--- src/rtl/wwf_pkg.sv ---
// ----------------------------------------------------------------------------
// wwf_pkg
// Shared types and constants for the word wrap text formatter.
// ----------------------------------------------------------------------------
package wwf_pkg;

  localparam int WORD_MAX_DEF = 32;
  localparam int LEN_W        = 6;

  localparam logic [1:0] OP_CHAR  = 2'd0;
  localparam logic [1:0] OP_FLUSH = 2'd1;
  localparam logic [1:0] OP_END   = 2'd2;

  localparam logic [7:0] CH_SPACE = 8'h20;
  localparam logic [7:0] CH_TAB   = 8'h09;
  localparam logic [7:0] CH_NL    = 8'h0A;

  localparam logic [5:0] COL_CAP   = 6'd61;
  localparam logic [5:0] SPACE_CAP = 6'd63;
  localparam logic [7:0] TAB_STEP  = 8'd8;
  localparam logic [7:0] TAB_MASK  = ~8'd7;

  localparam logic       REG_LAST_COLUMN = 1'b0;
  localparam logic       REG_LAST_ROW    = 1'b1;
  localparam logic [5:0] LAST_COLUMN_RST = 6'd61;
  localparam logic [7:0] LAST_ROW_RST    = 8'd23;

  // Output schedule for one accepted item
  typedef struct packed {
    logic             nla;     // newline before the word
    logic             full_a;
    logic [5:0]       cnt;     // spaces before the word
    logic [LEN_W-1:0] wcnt;    // word characters
    logic             nlb;     // newline after the word
    logic             full_b;
  } plan_t;

endpackage

--- src/rtl/wwf_word_mem.sv ---
// ----------------------------------------------------------------------------
// wwf_word_mem
// Word buffer: one write port, one registered read port.
// ----------------------------------------------------------------------------
module wwf_word_mem #(
  parameter int DEPTH = 32,
  parameter int AW    = 5
) (
  input  logic          clk,
  input  logic          we,
  input  logic [AW-1:0] waddr,
  input  logic [7:0]    wdata,
  input  logic [AW-1:0] raddr,
  output logic [7:0]    rdata
);

  logic [7:0] mem [DEPTH];

  always_ff @(posedge clk) begin
    if (we) begin
      mem[waddr] <= wdata;
    end
    rdata <= mem[raddr];
  end

endmodule

--- src/rtl/wwf_plan.sv ---
// ----------------------------------------------------------------------------
// wwf_plan
// Line state (word length, pending spaces, column, row) and the output
// schedule of each accepted item.
// ----------------------------------------------------------------------------
module wwf_plan #(
  parameter int WORD_MAX = wwf_pkg::WORD_MAX_DEF,
  parameter int AW       = 5
) (
  input  logic            clk,
  input  logic            rst,
  input  logic            accept,
  input  logic [1:0]      opcode,
  input  logic [7:0]      char_code,
  input  logic [5:0]      last_column,
  input  logic [7:0]      last_row,
  output wwf_pkg::plan_t  plan,
  output logic            mem_we,
  output logic [AW-1:0]   mem_waddr,
  output logic [7:0]      mem_wdata
);

  import wwf_pkg::*;

  function automatic logic [8:0] row_step(input logic [7:0] row, input logic [7:0] lr);
    logic [8:0] r;
    r = {1'b0, row} + 9'd1;
    if (r >= {1'b0, lr}) begin
      row_step = {1'b1, 8'd0};
    end else begin
      row_step = {1'b0, r[7:0]};
    end
  endfunction

  logic [LEN_W-1:0] word_length, word_length_next;
  logic [5:0]       pending, pending_next;
  logic [5:0]       column, column_next;
  logic [7:0]       row_count, row_count_next;

  logic       is_sp, is_tab, is_nl, is_blank;
  logic [5:0] lim;
  logic       flush, over, nla, nlb, append;
  logic [7:0] sum;
  logic [8:0] step_a, step_b;
  logic [7:0] row1;
  logic [5:0] col1, ps1;
  logic [7:0] tab_sum, tab_diff;
  logic [5:0] tab_ps;

  assign is_sp    = (char_code == CH_SPACE);
  assign is_tab   = (char_code == CH_TAB);
  assign is_nl    = (char_code == CH_NL);
  assign is_blank = is_sp || is_tab || is_nl;

  assign lim   = (last_column > COL_CAP) ? COL_CAP : last_column;
  assign flush = (word_length != '0) &&
                 (((opcode == OP_CHAR) && is_blank) || (opcode == OP_FLUSH) ||
                  (opcode == OP_END));
  assign sum   = {2'b00, column} + {2'b00, pending} + {2'b00, word_length};
  assign over  = sum > {2'b00, lim};
  assign nla   = flush && over;
  assign nlb   = (opcode == OP_CHAR) && is_nl;

  assign step_a = row_step(row_count, last_row);
  assign row1   = nla ? step_a[7:0] : row_count;
  assign step_b = row_step(row1, last_row);

  assign col1 = flush ? (over ? word_length : sum[5:0]) : column;
  assign ps1  = flush ? 6'd0 : pending;

  // Round up to the next tab stop, then measure from the column
  assign tab_sum  = ({2'b00, col1} + {2'b00, ps1} + TAB_STEP) & TAB_MASK;
  assign tab_diff = tab_sum - {2'b00, col1};
  assign tab_ps   = (tab_diff > {2'b00, SPACE_CAP}) ? SPACE_CAP : tab_diff[5:0];

  assign append = (opcode == OP_CHAR) && !is_blank &&
                  (word_length < LEN_W'(WORD_MAX));

  always_comb begin
    plan.nla    = nla;
    plan.full_a = step_a[8];
    plan.wcnt   = flush ? word_length : '0;
    plan.nlb    = nlb;
    plan.full_b = step_b[8];
    if (flush) begin
      plan.cnt = over ? 6'd0 : pending;
    end else begin
      plan.cnt = (opcode == OP_END) ? pending : 6'd0;
    end
  end

  assign mem_we    = accept && append;
  assign mem_waddr = word_length[AW-1:0];
  assign mem_wdata = char_code;

  always_comb begin
    word_length_next = word_length;
    pending_next     = pending;
    column_next      = column;
    row_count_next   = row_count;
    case (opcode)
      OP_CHAR: begin
        if (is_blank) begin
          word_length_next = '0;
          column_next      = col1;
          row_count_next   = row1;
          if (is_sp) begin
            pending_next = (ps1 < SPACE_CAP) ? ps1 + 6'd1 : SPACE_CAP;
          end else if (is_tab) begin
            pending_next = tab_ps;
          end else begin
            pending_next   = 6'd0;
            column_next    = 6'd0;
            row_count_next = step_b[7:0];
          end
        end else if (append) begin
          word_length_next = word_length + LEN_W'(1);
        end
      end
      OP_FLUSH: begin
        word_length_next = '0;
        pending_next     = ps1;
        column_next      = col1;
        row_count_next   = row1;
      end
      OP_END: begin
        word_length_next = '0;
        pending_next     = 6'd0;
        column_next      = 6'd0;
        row_count_next   = 8'd0;
      end
      default: begin
      end
    endcase
  end

  always_ff @(posedge clk) begin
    if (rst) begin
      word_length <= '0;
      pending     <= 6'd0;
      column      <= 6'd0;
      row_count   <= 8'd0;
    end else if (accept) begin
      word_length <= word_length_next;
      pending     <= pending_next;
      column      <= column_next;
      row_count   <= row_count_next;
    end
  end

endmodule

--- src/rtl/wwf_seq.sv ---
// ----------------------------------------------------------------------------
// wwf_seq
// Output sequencer: walks the schedule of one item (newline or spaces, the
// word from the buffer, trailing newline) into the output register.
// ----------------------------------------------------------------------------
module wwf_seq #(
  parameter int AW = 5
) (
  input  logic            clk,
  input  logic            rst,
  input  logic            start,
  input  wwf_pkg::plan_t  plan,
  input  logic [7:0]      rd_data,
  output logic [AW-1:0]   rd_addr,
  output logic            idle,
  output logic            out_valid,
  input  logic            out_ready,
  output logic [7:0]      out_char,
  output logic            out_full,
  output logic            out_last
);

  import wwf_pkg::*;

  localparam logic [2:0] S_IDLE = 3'd0;
  localparam logic [2:0] S_NLA  = 3'd1;
  localparam logic [2:0] S_SPC  = 3'd2;
  localparam logic [2:0] S_WRD  = 3'd3;
  localparam logic [2:0] S_NLB  = 3'd4;

  logic [2:0]       state, state_next;
  logic [5:0]       cnt, cnt_next;
  logic [LEN_W-1:0] wcnt;
  logic [AW-1:0]    idx, idx_next;
  logic             nlb, full_a, full_b;

  logic       emit;
  logic       word_end;
  logic [2:0] after_word, after_pre;
  logic [7:0] emit_char;
  logic       emit_full, emit_last;

  assign idle     = (state == S_IDLE);
  assign emit     = !idle && (!out_valid || out_ready);
  assign word_end = (LEN_W'(idx) + LEN_W'(1)) == wcnt;

  assign after_word = nlb ? S_NLB : S_IDLE;
  assign after_pre  = (wcnt != '0) ? S_WRD : after_word;

  // Read address is idx_next, so the registered rd_data always matches idx
  assign rd_addr = idx_next;

  always_comb begin
    state_next = state;
    cnt_next   = cnt;
    idx_next   = idx;
    emit_char  = CH_NL;
    emit_full  = 1'b0;
    emit_last  = 1'b0;
    case (state)
      S_IDLE: begin
        idx_next = '0;
        if (start) begin
          cnt_next = plan.cnt;
          if (plan.nla) begin
            state_next = S_NLA;
          end else if (plan.cnt != 6'd0) begin
            state_next = S_SPC;
          end else if (plan.wcnt != '0) begin
            state_next = S_WRD;
          end else if (plan.nlb) begin
            state_next = S_NLB;
          end
        end
      end
      S_NLA: begin
        emit_full = full_a;
        emit_last = (wcnt == '0) && !nlb;
        if (emit) begin
          state_next = after_pre;
        end
      end
      S_SPC: begin
        emit_char = CH_SPACE;
        emit_last = (cnt == 6'd1) && (wcnt == '0) && !nlb;
        if (emit) begin
          cnt_next = cnt - 6'd1;
          if (cnt == 6'd1) begin
            state_next = after_pre;
          end
        end
      end
      S_WRD: begin
        emit_char = rd_data;
        emit_last = word_end && !nlb;
        if (emit) begin
          if (word_end) begin
            idx_next   = '0;
            state_next = after_word;
          end else begin
            idx_next = idx + AW'(1);
          end
        end
      end
      S_NLB: begin
        emit_full = full_b;
        emit_last = 1'b1;
        if (emit) begin
          state_next = S_IDLE;
        end
      end
      default: begin
        state_next = S_IDLE;
      end
    endcase
  end

  always_ff @(posedge clk) begin
    if (rst) begin
      state <= S_IDLE;
      idx   <= '0;
    end else begin
      state <= state_next;
      idx   <= idx_next;
    end
  end

  always_ff @(posedge clk) begin
    cnt <= cnt_next;
    if (idle && start) begin
      wcnt   <= plan.wcnt;
      nlb    <= plan.nlb;
      full_a <= plan.full_a;
      full_b <= plan.full_b;
    end
  end

  // Output register: hold until the downstream transfer completes
  always_ff @(posedge clk) begin
    if (rst) begin
      out_valid <= 1'b0;
    end else if (emit) begin
      out_valid <= 1'b1;
    end else if (out_ready) begin
      out_valid <= 1'b0;
    end
  end

  always_ff @(posedge clk) begin
    if (emit) begin
      out_char <= emit_char;
      out_full <= emit_full;
      out_last <= emit_last;
    end
  end

endmodule

--- src/rtl/word_wrap_text_formatter_unit.sv ---
// ----------------------------------------------------------------------------
// word_wrap_text_formatter_unit
// Greedy word wrap for terminal text with tab stops and page-full marking.
//
//   channel  role      tdata           tuser            tlast
//   -------  --------  --------------  ---------------  --------------------
//   s_axis   input     [7:0] char_code [1:0] opcode     -
//   m_axis   output    [7:0] out_char  [0] page_full    last result of item
//   apb      config    reg 0 last_column (0x0), reg 1 last_row (0x4)
//
// An item is taken while the sequencer is idle; its results then leave one
// per cycle from the output register unless downstream stalls, and an item
// without results leaves the sequencer idle. The word buffer read port feeds
// one character per cycle. Downstream stalls hold the output register and
// the sequencer; s_axis_tready is low while results of an item remain to be staged.
// Reset is synchronous and clears line state and the sequencer.
// ----------------------------------------------------------------------------
module word_wrap_text_formatter_unit #(
  parameter int WORD_MAX = wwf_pkg::WORD_MAX_DEF
) (
  input  logic        clk,
  input  logic        rst,
  input  logic        psel,
  input  logic        penable,
  input  logic        pwrite,
  input  logic [2:0]  paddr,
  input  logic [31:0] pwdata,
  output logic [31:0] prdata,
  output logic        pready,
  input  logic        s_axis_tvalid,
  output logic        s_axis_tready,
  input  logic [7:0]  s_axis_tdata,   // [7:0] char_code
  input  logic [1:0]  s_axis_tuser,   // [1:0] opcode
  output logic        m_axis_tvalid,
  input  logic        m_axis_tready,
  output logic [7:0]  m_axis_tdata,   // [7:0] out_char
  output logic        m_axis_tuser,   // [0] page_full
  output logic        m_axis_tlast
);

  import wwf_pkg::*;

  localparam int AW = (WORD_MAX > 1) ? $clog2(WORD_MAX) : 1;

  logic [5:0]    last_column;
  logic [7:0]    last_row;
  logic          cfg_write;
  logic          accept;
  plan_t         plan;
  logic          mem_we;
  logic [AW-1:0] mem_waddr;
  logic [7:0]    mem_wdata;
  logic [AW-1:0] rd_addr;
  logic [7:0]    rd_data;
  logic          idle;

  assign pready    = 1'b1;
  assign cfg_write = psel && penable && pwrite && pready;

  always_ff @(posedge clk) begin
    if (rst) begin
      last_column <= LAST_COLUMN_RST;
      last_row    <= LAST_ROW_RST;
    end else if (cfg_write) begin
      case (paddr[2])
        REG_LAST_COLUMN: last_column <= pwdata[5:0];
        REG_LAST_ROW:    last_row    <= pwdata[7:0];
        default: begin
        end
      endcase
    end
  end

  always_comb begin
    case (paddr[2])
      REG_LAST_COLUMN: prdata = {26'd0, last_column};
      REG_LAST_ROW:    prdata = {24'd0, last_row};
      default:         prdata = 32'd0;
    endcase
  end

  assign s_axis_tready = idle;
  assign accept        = s_axis_tvalid && s_axis_tready;

  wwf_plan #(
    .WORD_MAX (WORD_MAX),
    .AW       (AW)
  ) u_plan (
    .clk         (clk),
    .rst         (rst),
    .accept      (accept),
    .opcode      (s_axis_tuser),
    .char_code   (s_axis_tdata),
    .last_column (last_column),
    .last_row    (last_row),
    .plan        (plan),
    .mem_we      (mem_we),
    .mem_waddr   (mem_waddr),
    .mem_wdata   (mem_wdata)
  );

  wwf_word_mem #(
    .DEPTH (WORD_MAX),
    .AW    (AW)
  ) u_mem (
    .clk   (clk),
    .we    (mem_we),
    .waddr (mem_waddr),
    .wdata (mem_wdata),
    .raddr (rd_addr),
    .rdata (rd_data)
  );

  wwf_seq #(
    .AW (AW)
  ) u_seq (
    .clk       (clk),
    .rst       (rst),
    .start     (accept),
    .plan      (plan),
    .rd_data   (rd_data),
    .rd_addr   (rd_addr),
    .idle      (idle),
    .out_valid (m_axis_tvalid),
    .out_ready (m_axis_tready),
    .out_char  (m_axis_tdata),
    .out_full  (m_axis_tuser),
    .out_last  (m_axis_tlast)
  );

  // page_full only ever marks a newline
  a_full_is_newline: assert property (@(posedge clk) disable iff (rst)
    m_axis_tvalid && m_axis_tuser |-> m_axis_tdata == CH_NL)
    else $error("page_full on a non-newline result");

  // The input side reopens only once the final result of an item is staged
  a_ready_after_last: assert property (@(posedge clk) disable iff (rst)
    $rose(s_axis_tready) |-> m_axis_tvalid && m_axis_tlast)
    else $error("input reopened before last result was staged");

  // A wrap newline replaces the pending spaces
  a_wrap_no_spaces: assert property (@(posedge clk) disable iff (rst)
    accept && plan.nla |-> plan.cnt == 6'd0)
    else $error("wrap newline scheduled together with spaces");

endmodule
--- config.mk ---
export PLATFORM = sky130hd
export DESIGN_NAME = word_wrap_text_formatter_unit
export DESIGN_NICKNAME = d
export VERILOG_FILES = /design/src/rtl/wwf_pkg.sv /design/src/rtl/wwf_word_mem.sv /design/src/rtl/wwf_plan.sv /design/src/rtl/wwf_seq.sv /design/src/rtl/word_wrap_text_formatter_unit.sv
export SDC_FILE = /design/constraint.sdc
export NUM_CORES = 1
export LEC_CHECK = 0
export BUFFER_PORTS_ARGS = -buffer_cell sky130_fd_sc_hd__buf_4
export CORE_ASPECT_RATIO = 1.75
export CORE_UTILIZATION = 38
export DETAILED_ROUTE_END_ITERATION = 8
export PLACE_DENSITY = 0.6
export SLEW_MARGIN = 30
export SYNTH_ARGS = -nofsm -noshare
export SYNTH_HDL_FRONTEND = slang
export SYNTH_SLANG_ARGS = --single-unit
--- constraint.sdc ---
create_clock -name clk -period 10 [get_ports clk]
set_input_delay 2 -clock clk [delete_from_list [all_inputs] [get_ports clk]]
set_output_delay 2 -clock clk [all_outputs]
set_load 0.05 [all_outputs]
==> flow_summary.ini <==
[clock_tree]
clkTransAtPathRegs_ns = 0.07
cts_tree = done
clk_latency_ns = 0.58
cts-resized-gates = 0
cts_made_buffers = 31
post-cts-setup-buffers = 0
cts_max_level = 1
numClockSinks = 338
cts_hold_buf = 0
root_buffer = clkbuf_16
clockBufferDepth = 3

[layout]
multiInputGateArea_um2 = 6930
register_area_um2 = 9580
drive_above_1_share_pct = 10.4
n_antenna_cell = 0
syn_to_final_growth_pct = 9.78
fin_nets = 1591
fillers = 4107

[run]
cap_viol_max_count = 0

[synthesis]
seq_area_frac_synth_pct = 55.7
ys_seq_elements = 338
synth_most_common_cell = edfxtp_1
yosysWarnings = 0
synth_edf_count = 281
yosys.area.top_type_share_pct = 49.1
yosysTopAreaCell = edfxtp_1
postSynth.topFlopCell = edfxtp_1
ys_top_cells_by_count = edfxtp_1, nor2_1, mux2i_1
syn_area_um2 = 17200
syn_inst = 1463
avgSynthCellArea_um2 = 11.8
ys_types = 91
ys_top_cells_by_area = edfxtp_1, dfxtp_1, mux2i_1
synth_async_sr_flop_share_pct = 0

[timing]
setup_violations = 0
grt_setup_unrepaired = no
slew_headroom_pct = 34.0
fin_crit_ns = 8.12
fmax_mhz = 123
setup_tns_ns = 0
min_period_over_period_pct = 81.2
finalClockSkew_ns = 0.0279
finalMaxSlewViolations = 0
setup_slack_ns = 1.88
hold_viol_final = 0
tightest_slew_ns = 0.986

[worst_setup_path]
cp-start-kind = register
critPathMaxFanout = 8
crit_required_ns = 10.43
cp-end-kind = register
slowest_stage = nor2_1
arrival_ns = 8.55
crit_path_frequent_cell = ha_1
critPathMaxStageDelay_ns = 0.59
worst-setup-path-type = register to register

[min_path]
hold_path_class = register to register

[power]
ir_worst_vdd_uv = 122
power.leakage_nw = 7.18
power.density_nw_per_um2 = 156

[floorplan]
initial_core_util_pct = 38.7
core-area_um2 = 44400
dieArea_um2 = 46200
io_pins = 97
die_w_um = 163
rows = 102
dieHeight_um = 283

[detailed_routing]
vias_per_cell = 5.50
top_layer_used = met4
wl_met1_um = 15100
wirelength_um = 40800
dr.pass1.iters = 5
dr_wl_met3_um = 1190
wl_met2_um = 22200
drcViolationCount = 0
vias = 11400
drt_iter0_drc = 597
routedWlPerCell_um = 19.7
postRouteAntennaNets = 0

[grt]
grt_pass1_wl_um = 62800
grt_pass1_vias = 11300
grt-ovfl-total = 0
antenna_found_initial = 0
track_usage_pct = 17.6
grt_start_max_net_pins = 168

[placement]
dpl_worst_slack_ns = 2.05
portBuffers = 45
dp.final_hpwl_um = 27700
place_congestion = 0.851

[status]
status = finished, final reports clean
state kept, by name, summed over array words and instances (netlist names), 6 cells and up:
register and count:
last_column 6, last_row 8, u_mem.mem 256, u_mem.rdata 8
u_plan.column 6, u_plan.pending 6, u_plan.row_count 8, u_plan.word_length 6
u_seq.cnt 6, u_seq.out_char 8, u_seq.wcnt 6
final timing paths:
| path | to | depth (start not counted) | slack (ns) | from |
|---|---|---|---|---|
| hold / removal | last_row[7]$_SDFFE_PP0P_ | 2 | 0.46 | last_row[7]$_SDFFE_PP0P_ |
| setup reg to reg | u_plan.pending[4]$_SDFFE_PP0P_ | 31 | 1.88 | u_plan.pending[0]$_SDFFE_PP0P_ |
| setup / recovery | u_plan.pending[4]$_SDFFE_PP0P_ | 31 | 1.88 | u_plan.pending[0]$_SDFFE_PP0P_ |
| hold reg to reg | last_row[7]$_SDFFE_PP0P_ | 2 | 0.46 | last_row[7]$_SDFFE_PP0P_ |
per-layer routing:
layer / vias to the layer above / global-route usage (%)
met5: - / 0
met4: 0 / 10.0
met3: 107 / 1.68
met2: 267 / 33.4
met1: 5546 / 18.5
li1: 5472 / -
critical path: cells and delay by family (launching register included):
kind	cells	cell delay, ns
compound gates	13	2.57
fa+ha+maj	7	2.16
xor+xnor	2	0.37
simple gates	8	2.28
flops	1	0.56
buf+inv	1	0.05
cell families after synthesis:
logic type               after synthesis  synth area share [%]
AND/OR/NAND/NOR                      410                  11.9
flip-flops                           338                  55.7
AO/OA/AOI/OAI                        334                  13.9
buffers and inverters                155                  4.68
multiplexers                         125                  7.35
adder cells (fa/ha/maj)               61                  4.52
XOR/XNOR                              38                  1.93
other                                  2                0.0437
final cells by class:
type	count	area share (%)
inverters	56	1.11
clock inverters	16	0.557
flip-flops and latches	338	50.7
well taps	572	3.79
multi-input cells	993	36.7
clock buffers	40	4.62
repair buffers	58	2.48
stage by stage:
stage	utilization (%)	cell area [um2]	hold WS [ns]	total power (W)	cells
2_1_floorplan	-	17300	0.436	0.00174	1486
3_3_place_gp	40.2	17900	0.445	0.00181	2016
3_5_place_dp	40.2	17900	0.448	0.00182	2016
4_1_cts	42.4	18900	0.456	0.00296	2072
5_1_grt	42.5	18900	0.470	0.00303	2073
6_report	42.5	18900	0.456	0.00294	2073
power breakdown:
group | total, W | internal [W] | switching (W)
logic | 0.000232 | 0.0000705 | 0.000162
clock network | 0.00115 | 0.000620 | 0.000531
registers | 0.00155 | 0.00154 | 0.0000151
total | 0.00294 | 0.00223 | 0.000707
cell usage in the layout (no fill, tap or decap), types with 8 or more instances in the layout:
cell type / netlist / final
inv_1: 56 / 56
buf_4: 31 / 56
a221oi_1: 10 / 10
o211ai_1: 17 / 17
xnor2_1: 21 / 21
nand4_1: 10 / 10
nor2b_1: 50 / 50
nor3_1: 20 / 18
a32o_1: 8 / 8
and2_1: 15 / 15
a211oi_1: 58 / 58
a22oi_1: 8 / 8
dfxtp_1: 57 / 57
ha_1: 59 / 59
mux2i_1: 114 / 114
nor2_1: 124 / 124
a21oi_1: 79 / 79
nand2b_1: 8 / 8
clkbuf_16: 0 / 33
nand3_1: 37 / 37
edfxtp_1: 281 / 281
a21o_1: 13 / 12
nand2_1: 94 / 94
a211o_1: 16 / 16
mux2_2: 11 / 11
o21ai_0: 44 / 44
xor2_1: 17 / 17
conb_1: 2 / 25
Power figures use the tool's default switching activity.
